<file path="config.mk">
export PLATFORM = sky130hd
export DESIGN_NAME = fixed_slot_free_list_allocator
export DESIGN_NICKNAME = d
export VERILOG_FILES = /design/src/sv/fsla_pkg.sv /design/src/sv/fsla_link_ram.sv /design/src/sv/fsla_out_queue.sv /design/src/sv/fsla_csr.sv /design/src/sv/fixed_slot_free_list_allocator.sv
export SDC_FILE = /design/constraint.sdc
export NUM_CORES = 2
export LEC_CHECK = 0
export BUFFER_PORTS_ARGS = -buffer_cell sky130_fd_sc_hd__buf_2
export CAP_MARGIN = 10
export CORE_MARGIN = 2
export CORE_UTILIZATION = 50
export DETAILED_ROUTE_END_ITERATION = 7
export GPL_TIMING_DRIVEN = 0
export PLACE_DENSITY = 0.7
export SLEW_MARGIN = 15
export SYNTH_ARGS = -nofsm -noshare
export SYNTH_HDL_FRONTEND = slang
export SYNTH_HIERARCHICAL = 1
export SYNTH_SLANG_ARGS = --single-unit
</file>
<file path="constraint.sdc">
create_clock -name clock -period 7.8 [get_ports clock]
set_input_delay 1.56 -clock clock [delete_from_list [all_inputs] [get_ports clock]]
set_output_delay 1.56 -clock clock [all_outputs]
set_load 0.02 [all_outputs]
</file>
<file path="src/sv/fsla_pkg.sv">
// ----------------------------------------------------------------------------
// fsla_pkg: shared types and constants of the slot pool allocator
// Command and status codes, result type, controller states, pool limits.
// ----------------------------------------------------------------------------
package fsla_pkg;

   localparam int POOL_SLOTS = 256;
   localparam int SLOT_W     = 8;
   localparam int SIZE_W     = 9;
   localparam int CMD_W      = 2;
   localparam int STATUS_W   = 2;
   localparam int LINK_W     = SLOT_W + 1;
   localparam int POOL_LIMIT = (POOL_SLOTS < (1 << SLOT_W)) ? POOL_SLOTS : (1 << SLOT_W);

   localparam logic [SIZE_W-1:0] SIZE_RESET = SIZE_W'(1 << SLOT_W);
   localparam logic [SIZE_W-1:0] SIZE_MAX   = SIZE_W'(POOL_LIMIT);
   localparam logic [SIZE_W-1:0] SIZE_MIN   = SIZE_W'(1);

   localparam logic [CMD_W-1:0] CMD_ALLOC = 2'd0;
   localparam logic [CMD_W-1:0] CMD_FREE  = 2'd1;
   localparam logic [CMD_W-1:0] CMD_RESET = 2'd2;

   localparam logic [STATUS_W-1:0] STATUS_OK    = 2'd0;
   localparam logic [STATUS_W-1:0] STATUS_EMPTY = 2'd1;
   localparam logic [STATUS_W-1:0] STATUS_RANGE = 2'd2;

   typedef struct packed {
      logic [STATUS_W-1:0] status;
      logic [SLOT_W-1:0]   granted_slot;
   } rsp_type;

   typedef enum logic {
      ST_IDLE,
      ST_POP
   } state_type;

endpackage

</file>
<file path="src/sv/fsla_link_ram.sv">
// ----------------------------------------------------------------------------
// fsla_link_ram: single-port-write, single-port-read link memory
// Synchronous write, registered read data.
// ----------------------------------------------------------------------------
module fsla_link_ram #(
   parameter int DEPTH = 256,
   parameter int WIDTH = 9
) (
   input  logic                     clock,
   input  logic                     wr_en,
   input  logic [$clog2(DEPTH)-1:0] wr_addr,
   input  logic [WIDTH-1:0]         wr_data,
   input  logic                     rd_en,
   input  logic [$clog2(DEPTH)-1:0] rd_addr,
   output logic [WIDTH-1:0]         rd_data
);

   logic [WIDTH-1:0] mem [DEPTH];
   logic [WIDTH-1:0] rd_data_ff;

   always_ff @(posedge clock) begin
      if (wr_en) begin
         mem[wr_addr] <= wr_data;
      end
      if (rd_en) begin
         rd_data_ff <= mem[rd_addr];
      end
   end

   assign rd_data = rd_data_ff;

endmodule

</file>
<file path="src/sv/fsla_out_queue.sv">
// ----------------------------------------------------------------------------
// fsla_out_queue: two-entry result queue
// Decouples the response channel so a new request is taken while a result waits.
// ----------------------------------------------------------------------------
module fsla_out_queue (
   input  logic             clock,
   input  logic             reset,
   input  logic             push,
   input  fsla_pkg::rsp_type push_data,
   output logic             space,
   output logic             rsp_tvalid,
   input  logic             rsp_tready,
   output fsla_pkg::rsp_type rsp_data
);

   fsla_pkg::rsp_type entry_ff [2];
   logic       wr_ptr_ff, wr_ptr_in;
   logic       rd_ptr_ff, rd_ptr_in;
   logic [1:0] count_ff, count_in;
   logic       pop;

   assign pop        = rsp_tvalid && rsp_tready;
   assign space      = (count_ff != 2'd2);
   assign rsp_tvalid = (count_ff != 2'd0);
   assign rsp_data   = entry_ff[rd_ptr_ff];

   always_comb begin
      wr_ptr_in = push ? ~wr_ptr_ff : wr_ptr_ff;
      rd_ptr_in = pop ? ~rd_ptr_ff : rd_ptr_ff;
      count_in  = count_ff + {1'b0, push} - {1'b0, pop};
   end

   always_ff @(posedge clock) begin
      if (reset) begin
         wr_ptr_ff <= 1'b0;
         rd_ptr_ff <= 1'b0;
         count_ff  <= 2'd0;
      end else begin
         wr_ptr_ff <= wr_ptr_in;
         rd_ptr_ff <= rd_ptr_in;
         count_ff  <= count_in;
      end
   end

   always_ff @(posedge clock) begin
      if (push) begin
         entry_ff[wr_ptr_ff] <= push_data;
      end
   end

endmodule

</file>
<file path="src/sv/fsla_csr.sv">
// ----------------------------------------------------------------------------
// fsla_csr: configuration register block
// Holds the pool size register and presents it clamped to the built depth.
// ----------------------------------------------------------------------------
module fsla_csr (
   input  logic                          clock,
   input  logic                          reset,
   input  logic                          csr_psel,
   input  logic                          csr_penable,
   input  logic                          csr_pwrite,
   input  logic [2:0]                    csr_paddr,
   input  logic [31:0]                   csr_pwdata,
   output logic [31:0]                   csr_prdata,
   output logic                          csr_pready,
   output logic [fsla_pkg::SIZE_W-1:0]   pool_size
);

   logic [fsla_pkg::SIZE_W-1:0] slots_in_use_ff, slots_in_use_in;
   logic                        sel_size;
   logic                        wr_en;

   assign csr_pready = 1'b1;
   assign sel_size   = (csr_paddr[2] == 1'b0);
   assign wr_en      = csr_psel && csr_penable && csr_pwrite && csr_pready && sel_size;

   always_comb begin
      slots_in_use_in = wr_en ? csr_pwdata[fsla_pkg::SIZE_W-1:0] : slots_in_use_ff;
      csr_prdata      = sel_size ? {{(32 - fsla_pkg::SIZE_W){1'b0}}, slots_in_use_ff} : 32'd0;
      if (slots_in_use_ff < fsla_pkg::SIZE_MIN) begin
         pool_size = fsla_pkg::SIZE_MIN;
      end else if (slots_in_use_ff > fsla_pkg::SIZE_MAX) begin
         pool_size = fsla_pkg::SIZE_MAX;
      end else begin
         pool_size = slots_in_use_ff;
      end
   end

   always_ff @(posedge clock) begin
      if (reset) begin
         slots_in_use_ff <= fsla_pkg::SIZE_RESET;
      end else begin
         slots_in_use_ff <= slots_in_use_in;
      end
   end

endmodule

</file>
<file path="src/sv/fixed_slot_free_list_allocator.sv">
// ----------------------------------------------------------------------------
// fixed_slot_free_list_allocator: fixed-slot pool allocator with LIFO free list
// Grants and takes back slot indices; freed slots chain through a link memory.
// ----------------------------------------------------------------------------
// Usage:
//   req channel: req_tuser carries the command (allocate, free, reset pool),
//   req_tdata the slot index of a free. rsp channel: one result per request,
//   rsp_tdata the granted slot, rsp_tuser the status.
//   Allocate pops the free-list head, else the next never-granted slot, else
//   reports empty. Free pushes the slot if it lies below the pool size.
//   Pool size is set through the csr port at byte address 0.
// Timing:
//   A result is queued at the edge that accepts its request and is offered on
//   rsp once any results queued ahead of it are taken. Requests are taken one
//   per cycle while the result queue has space, except an allocate served from
//   the free list, which holds req_tready low in ST_POP while the link memory
//   read of the head entry returns the new head.
// Reset:
//   Clears the list and watermark at once; no memory sweep. The pool size
//   register returns to 256.
// Stall:
//   A two-entry result queue absorbs rsp stalls; req_tready drops when it is
//   full and during the head refill cycle.
// ----------------------------------------------------------------------------
module fixed_slot_free_list_allocator (
   input  logic        clock,
   input  logic        reset,
   input  logic        req_tvalid,
   output logic        req_tready,
   input  logic [7:0]  req_tdata,   // [7:0] slot_index
   input  logic [1:0]  req_tuser,   // [1:0] command
   output logic        rsp_tvalid,
   input  logic        rsp_tready,
   output logic [7:0]  rsp_tdata,   // [7:0] granted_slot
   output logic [1:0]  rsp_tuser,   // [1:0] status
   input  logic        csr_psel,
   input  logic        csr_penable,
   input  logic        csr_pwrite,
   input  logic [2:0]  csr_paddr,
   input  logic [31:0] csr_pwdata,
   output logic [31:0] csr_prdata,
   output logic        csr_pready
);

   fsla_pkg::state_type state_ff, state_in;

   logic [fsla_pkg::SLOT_W-1:0] head_ff, head_in;
   logic                        nonempty_ff, nonempty_in;
   logic [fsla_pkg::SIZE_W-1:0] fresh_ff, fresh_in;

   logic [fsla_pkg::SIZE_W-1:0] pool_size;
   logic                        q_space;
   logic                        req_fire;
   logic                        pop_start;
   logic [fsla_pkg::CMD_W-1:0]  cmd;
   logic [fsla_pkg::SLOT_W-1:0] idx;

   logic                        ram_wr_en;
   logic [fsla_pkg::LINK_W-1:0] ram_wr_data;
   logic [fsla_pkg::LINK_W-1:0] ram_rd_data;

   fsla_pkg::rsp_type result;
   fsla_pkg::rsp_type rsp_data;

   assign cmd        = req_tuser;
   assign idx        = req_tdata;
   assign req_tready = (state_ff == fsla_pkg::ST_IDLE) && q_space;
   assign req_fire   = req_tvalid && req_tready;
   assign pop_start  = req_fire && (cmd == fsla_pkg::CMD_ALLOC) && nonempty_ff;

   fsla_csr u_csr (
      .clock       (clock),
      .reset       (reset),
      .csr_psel    (csr_psel),
      .csr_penable (csr_penable),
      .csr_pwrite  (csr_pwrite),
      .csr_paddr   (csr_paddr),
      .csr_pwdata  (csr_pwdata),
      .csr_prdata  (csr_prdata),
      .csr_pready  (csr_pready),
      .pool_size   (pool_size)
   );

   fsla_link_ram #(
      .DEPTH (fsla_pkg::POOL_SLOTS),
      .WIDTH (fsla_pkg::LINK_W)
   ) u_link_ram (
      .clock   (clock),
      .wr_en   (ram_wr_en),
      .wr_addr (idx),
      .wr_data (ram_wr_data),
      .rd_en   (pop_start),
      .rd_addr (head_ff),
      .rd_data (ram_rd_data)
   );

   fsla_out_queue u_out_queue (
      .clock      (clock),
      .reset      (reset),
      .push       (req_fire),
      .push_data  (result),
      .space      (q_space),
      .rsp_tvalid (rsp_tvalid),
      .rsp_tready (rsp_tready),
      .rsp_data   (rsp_data)
   );

   assign rsp_tdata = rsp_data.granted_slot;
   assign rsp_tuser = rsp_data.status;

   always_comb begin
      state_in = state_ff;
      unique case (state_ff)
         fsla_pkg::ST_IDLE: begin
            if (pop_start) begin
               state_in = fsla_pkg::ST_POP;
            end
         end
         fsla_pkg::ST_POP: begin
            state_in = fsla_pkg::ST_IDLE;
         end
         default: begin
            state_in = fsla_pkg::ST_IDLE;
         end
      endcase
   end

   always_comb begin
      head_in             = head_ff;
      nonempty_in         = nonempty_ff;
      fresh_in            = fresh_ff;
      ram_wr_en           = 1'b0;
      ram_wr_data         = {~nonempty_ff, head_ff};
      result.granted_slot = '0;
      result.status       = fsla_pkg::STATUS_OK;
      if (state_ff == fsla_pkg::ST_POP) begin
         // advance head from the link read
         if (ram_rd_data[fsla_pkg::SLOT_W]) begin
            nonempty_in = 1'b0;
         end else begin
            head_in = ram_rd_data[fsla_pkg::SLOT_W-1:0];
         end
      end else if (req_fire) begin
         case (cmd)
            fsla_pkg::CMD_ALLOC: begin
               if (nonempty_ff) begin
                  result.granted_slot = head_ff;
               end else if (fresh_ff < pool_size) begin
                  result.granted_slot = fresh_ff[fsla_pkg::SLOT_W-1:0];
                  fresh_in            = fresh_ff + fsla_pkg::SIZE_W'(1);
               end else begin
                  result.status = fsla_pkg::STATUS_EMPTY;
               end
            end
            fsla_pkg::CMD_FREE: begin
               if ({1'b0, idx} >= pool_size) begin
                  result.status = fsla_pkg::STATUS_RANGE;
               end else begin
                  ram_wr_en   = 1'b1;
                  head_in     = idx;
                  nonempty_in = 1'b1;
               end
            end
            fsla_pkg::CMD_RESET: begin
               head_in     = '0;
               nonempty_in = 1'b0;
               fresh_in    = '0;
            end
            default: begin
            end
         endcase
      end
   end

   always_ff @(posedge clock) begin
      if (reset) begin
         state_ff    <= fsla_pkg::ST_IDLE;
         head_ff     <= '0;
         nonempty_ff <= 1'b0;
         fresh_ff    <= '0;
      end else begin
         state_ff    <= state_in;
         head_ff     <= head_in;
         nonempty_ff <= nonempty_in;
         fresh_ff    <= fresh_in;
      end
   end

`ifndef NO_ASSERTIONS
   a_pop_blocks_req: assert property (@(posedge clock) disable iff (reset)
      state_ff == fsla_pkg::ST_POP |-> !req_tready)
      else $error("request taken during head refill");

   a_pop_follows_alloc: assert property (@(posedge clock) disable iff (reset)
      pop_start |=> state_ff == fsla_pkg::ST_POP)
      else $error("list allocate did not refill head");

   a_pop_one_cycle: assert property (@(posedge clock) disable iff (reset)
      state_ff == fsla_pkg::ST_POP |=> state_ff == fsla_pkg::ST_IDLE)
      else $error("head refill longer than one cycle");

   a_fresh_bound: assert property (@(posedge clock) disable iff (reset)
      fresh_ff <= fsla_pkg::SIZE_MAX)
      else $error("fresh watermark beyond pool depth");
`endif

endmodule

</file>
==> run metrics <==
DP Cell Count=approximately 7200; top_reg_cell synth=edfxtp_1; post-synthesis cell count=4578; Clock Sinks=around 2400; crit end category=flip-flop; initial core utilization=approximately 50%; setup violators final=0; Max VDD drop=0.0002440 V; fillers=~14000; Worst R2R Path Depth=10; port bufs=46; Area contributors post-synth=edfxtp_1 76%, mux4_2 11%, mux2i_1 2.1%, a22oi_1 1.4%, nor2_1 1.3%; worst slew pin tran=1412 ps; LEAKAGE=roughly 0.032 uW; residual DRC count=1; RSZ-0062 raised after global routing=false; count of cell types in the netlist=between 80 and 90; Critical Path Fanout Max=63; leading cell type in the layout, fill and taps excluded=edfxtp_1; Ys Warns=6; Pre-antenna DRT Iters=8; register area share after synthesis=76.24%; Yosys top cell by area=edfxtp_1; Slew Viols, Final=0; hold path depth=2; row cnt=158; outcome=finished with violations; Final nets=roughly 5000; vias in the first global route=between 40000 and 50000; drt total wl=roughly 290000 um; R2R Path End=u_link_ram/rd_data[0]; ys async rst share=0%; die area=between 150000 and 200000 sq um; placer congestion estimate=around 1.0; Initial DRC Count=9035; failing checks=DRC; dpl hpwl=slightly below 200000 um; largest buffer count on any clock path=3; Root Driver=clkbuf_16; max frequency=~0.16 GHz; largest net degree at the start of global routing=approximately 130; min Tclk post-route=roughly 6200 ps; Hold Path End=u_csr/slots_in_use_ff[0]; Non-Filler Instances=7594; kind of critical path=reg2reg; CTS tree=yes; most frequent cells in the layout=2333 x edfxtp_1, 467 x mux4_2, 286 x nor2_1, 221 x clkbuf_16, 195 x mux2i_1; clock skew=approximately 30 ps; Setup TNS Final=0 ps; global-route wire length before repair=~390000 um; Slew headroom=under 10%; startpoint types=flip-flop; max-cap violations=0; vias per cell=a little under 7; post-layout util=between 50 and 60%; CTS resizes=0; die height=roughly 430 um; final antenna-violating net count=0; pwr dens=about 260 nW/um^2; crit share post-route=around four fifths; critical path required time=8280 ps; H-tree levels=4; I/O Pins=97; Avg Cell Area, Syn=around 20 sq um; Core ar.=approximately 180000 sq um; synth-to-layout area growth=12.61%; worst skew pair latency=890 ps; clock transition at the registers of the reported paths=60 ps; vias post-DR=51350; die span in x=between 400 and 500 um; Setup Fix Bufs, Post-CTS=0; WP data arrival=around 6700 ps; number of synthesized flops with an enable pin=2333; worst hold start=u_csr/slots_in_use_ff[0]; initial antenna violation count=17; Cell Area, Synth=92760 sq um; Hold Buf Count CTS=0; Worst R2R Setup Slack=1610 ps; flops & latches, synth=between 2000 and 2500; mean routed wirelength per cell=37.86 um; total global routing overflow=0; Final Hold Vio Count=0; share of layout cells above drive strength 1=roughly 23%; total track usage=a little under a third; CTS Buf Count=about 220; top cell type's share of synthesized area=about three quarters; hold crit path type=reg2reg; reg-to-reg startpoint=head_ff[1]
cell type report:
cell class | instances | area, sq um | area share (%)
clock inverter | 143 | 1340 | 1.283
buffer | 298 | 1846 | 1.767
sequential | 2366 | 70750 | 67.73
inverter | 28 | 112.6 | 0.1078
multi-input combinational | 1908 | 20350 | 19.48
tap | 2480 | 3103 | 2.971
clock buffer | 269 | 5710 | 5.467
timing repair buffer | 90 | 1222 | 1.170
antenna | 12 | 30.03 | 0.02875
sequential cells by signal, indices dropped and copies added (netlist names), named ones only:
name and flops:
u_out_queue/entry_ff 20, u_out_queue/count_ff 2, u_csr/slots_in_use_ff 9, u_out_queue/wr_ptr_ff 1
u_link_ram/mem 2304, nonempty_ff 1, fresh_ff 9, u_out_queue/rd_ptr_ff 1
head_ff 8, u_link_ram/rd_data 9, state_ff 1
metal layers:
| metal | global-route usage, % | part of all wire [%] | vias to the layer above | routed length, um |
|---|---|---|---|---|
| met3 | 10.08 | 15 | 813 | 42550 |
| met5 | 0 | 0.014 | - | 41 |
| met1 | 39.66 | 34 | 26630 | 98230 |
| met2 | 43.85 | 44 | 4257 | 126500 |
| met4 | 17.73 | 7.0 | 6 | 20210 |
| li1 | - | - | 19640 | - |
cell usage after synthesis, types with 40 or more instances:
master and count:
nor2b_1 43, o22ai_1 66, nand2b_1 40, a21oi_1 113, buf_2 57, clkbuf_1 130
a22oi_1 174, edfxtp_1 2333, nand2_1 50, nor2_1 320, mux4_2 467, buf_4 52
mux2i_1 195
cells by family (layout without fill, tap and decap cells):
logic type | Yosys count | after routing | share of synthesized area [%]
flops | 2366 | 2366 | 76.24
mux | 704 | 704 | 14.10
simple gates | 608 | 608 | 3.136
compound gates | 549 | 549 | 4.144
buf+inv | 326 | 828 | 2.070
fa+ha+maj | 19 | 19 | 0.2563
xor+xnor | 4 | 4 | 0.05261
other cells | 2 | 36 | 0.008096
report_power, final:
group / internal (uW) / leakage (uW) / switching (uW)
Sequential: 14100 / 0.0217 / 50.1
Combinational: 675 / 0.00687 / 1520
Clock: 5820 / 0.00343 / 4700
how the worst max path moves through the flow:
stage | start | endpoint | slack (ps) | cells after the start
3_3_place_gp | head_ff[1] | u_link_ram/rd_data[7] | -5190 | 9
5_1_grt | head_ff[1] | u_link_ram/rd_data[0] | 1820 | 10
2_1_floorplan | head_ff[1] | u_link_ram/rd_data[7] | 1950 | 9
4_1_cts | head_ff[1] | u_link_ram/rd_data[0] | 1590 | 10
3_5_place_dp | req_tdata[6] | u_link_ram/mem[226][1] | 1400 | 12
6_report | head_ff[1] | u_link_ram/rd_data[0] | 1610 | 10
worst max-delay path, stage by stage, from the launching register on:
cell	delay (ps)
dfxtp_4	570
buf_16	290
buf_2	500
buf_4	430
buf_2	620
buf_2	730
mux4_2	380
o22ai_1	110
o32ai_1	720
nor3_1	340
nor4_1	1080
per-stage QoR:
stage | area, sq um | total power (uW) | hold WS, ps | setup WS [ps]
CTS | 104400 | 26840 | 480.9 | 1590
floorplan | 92850 | 15570 | 448.8 | 1954
global placement | 96180 | 16540 | 462.8 | -5191
detailed placement | 97350 | 16510 | 472.3 | 1397
global route | 104400 | 27410 | 510.1 | 1816
finish | 104500 | 26850 | 474.6 | 1611
Note: power is estimated with default switching activity, not from simulation.
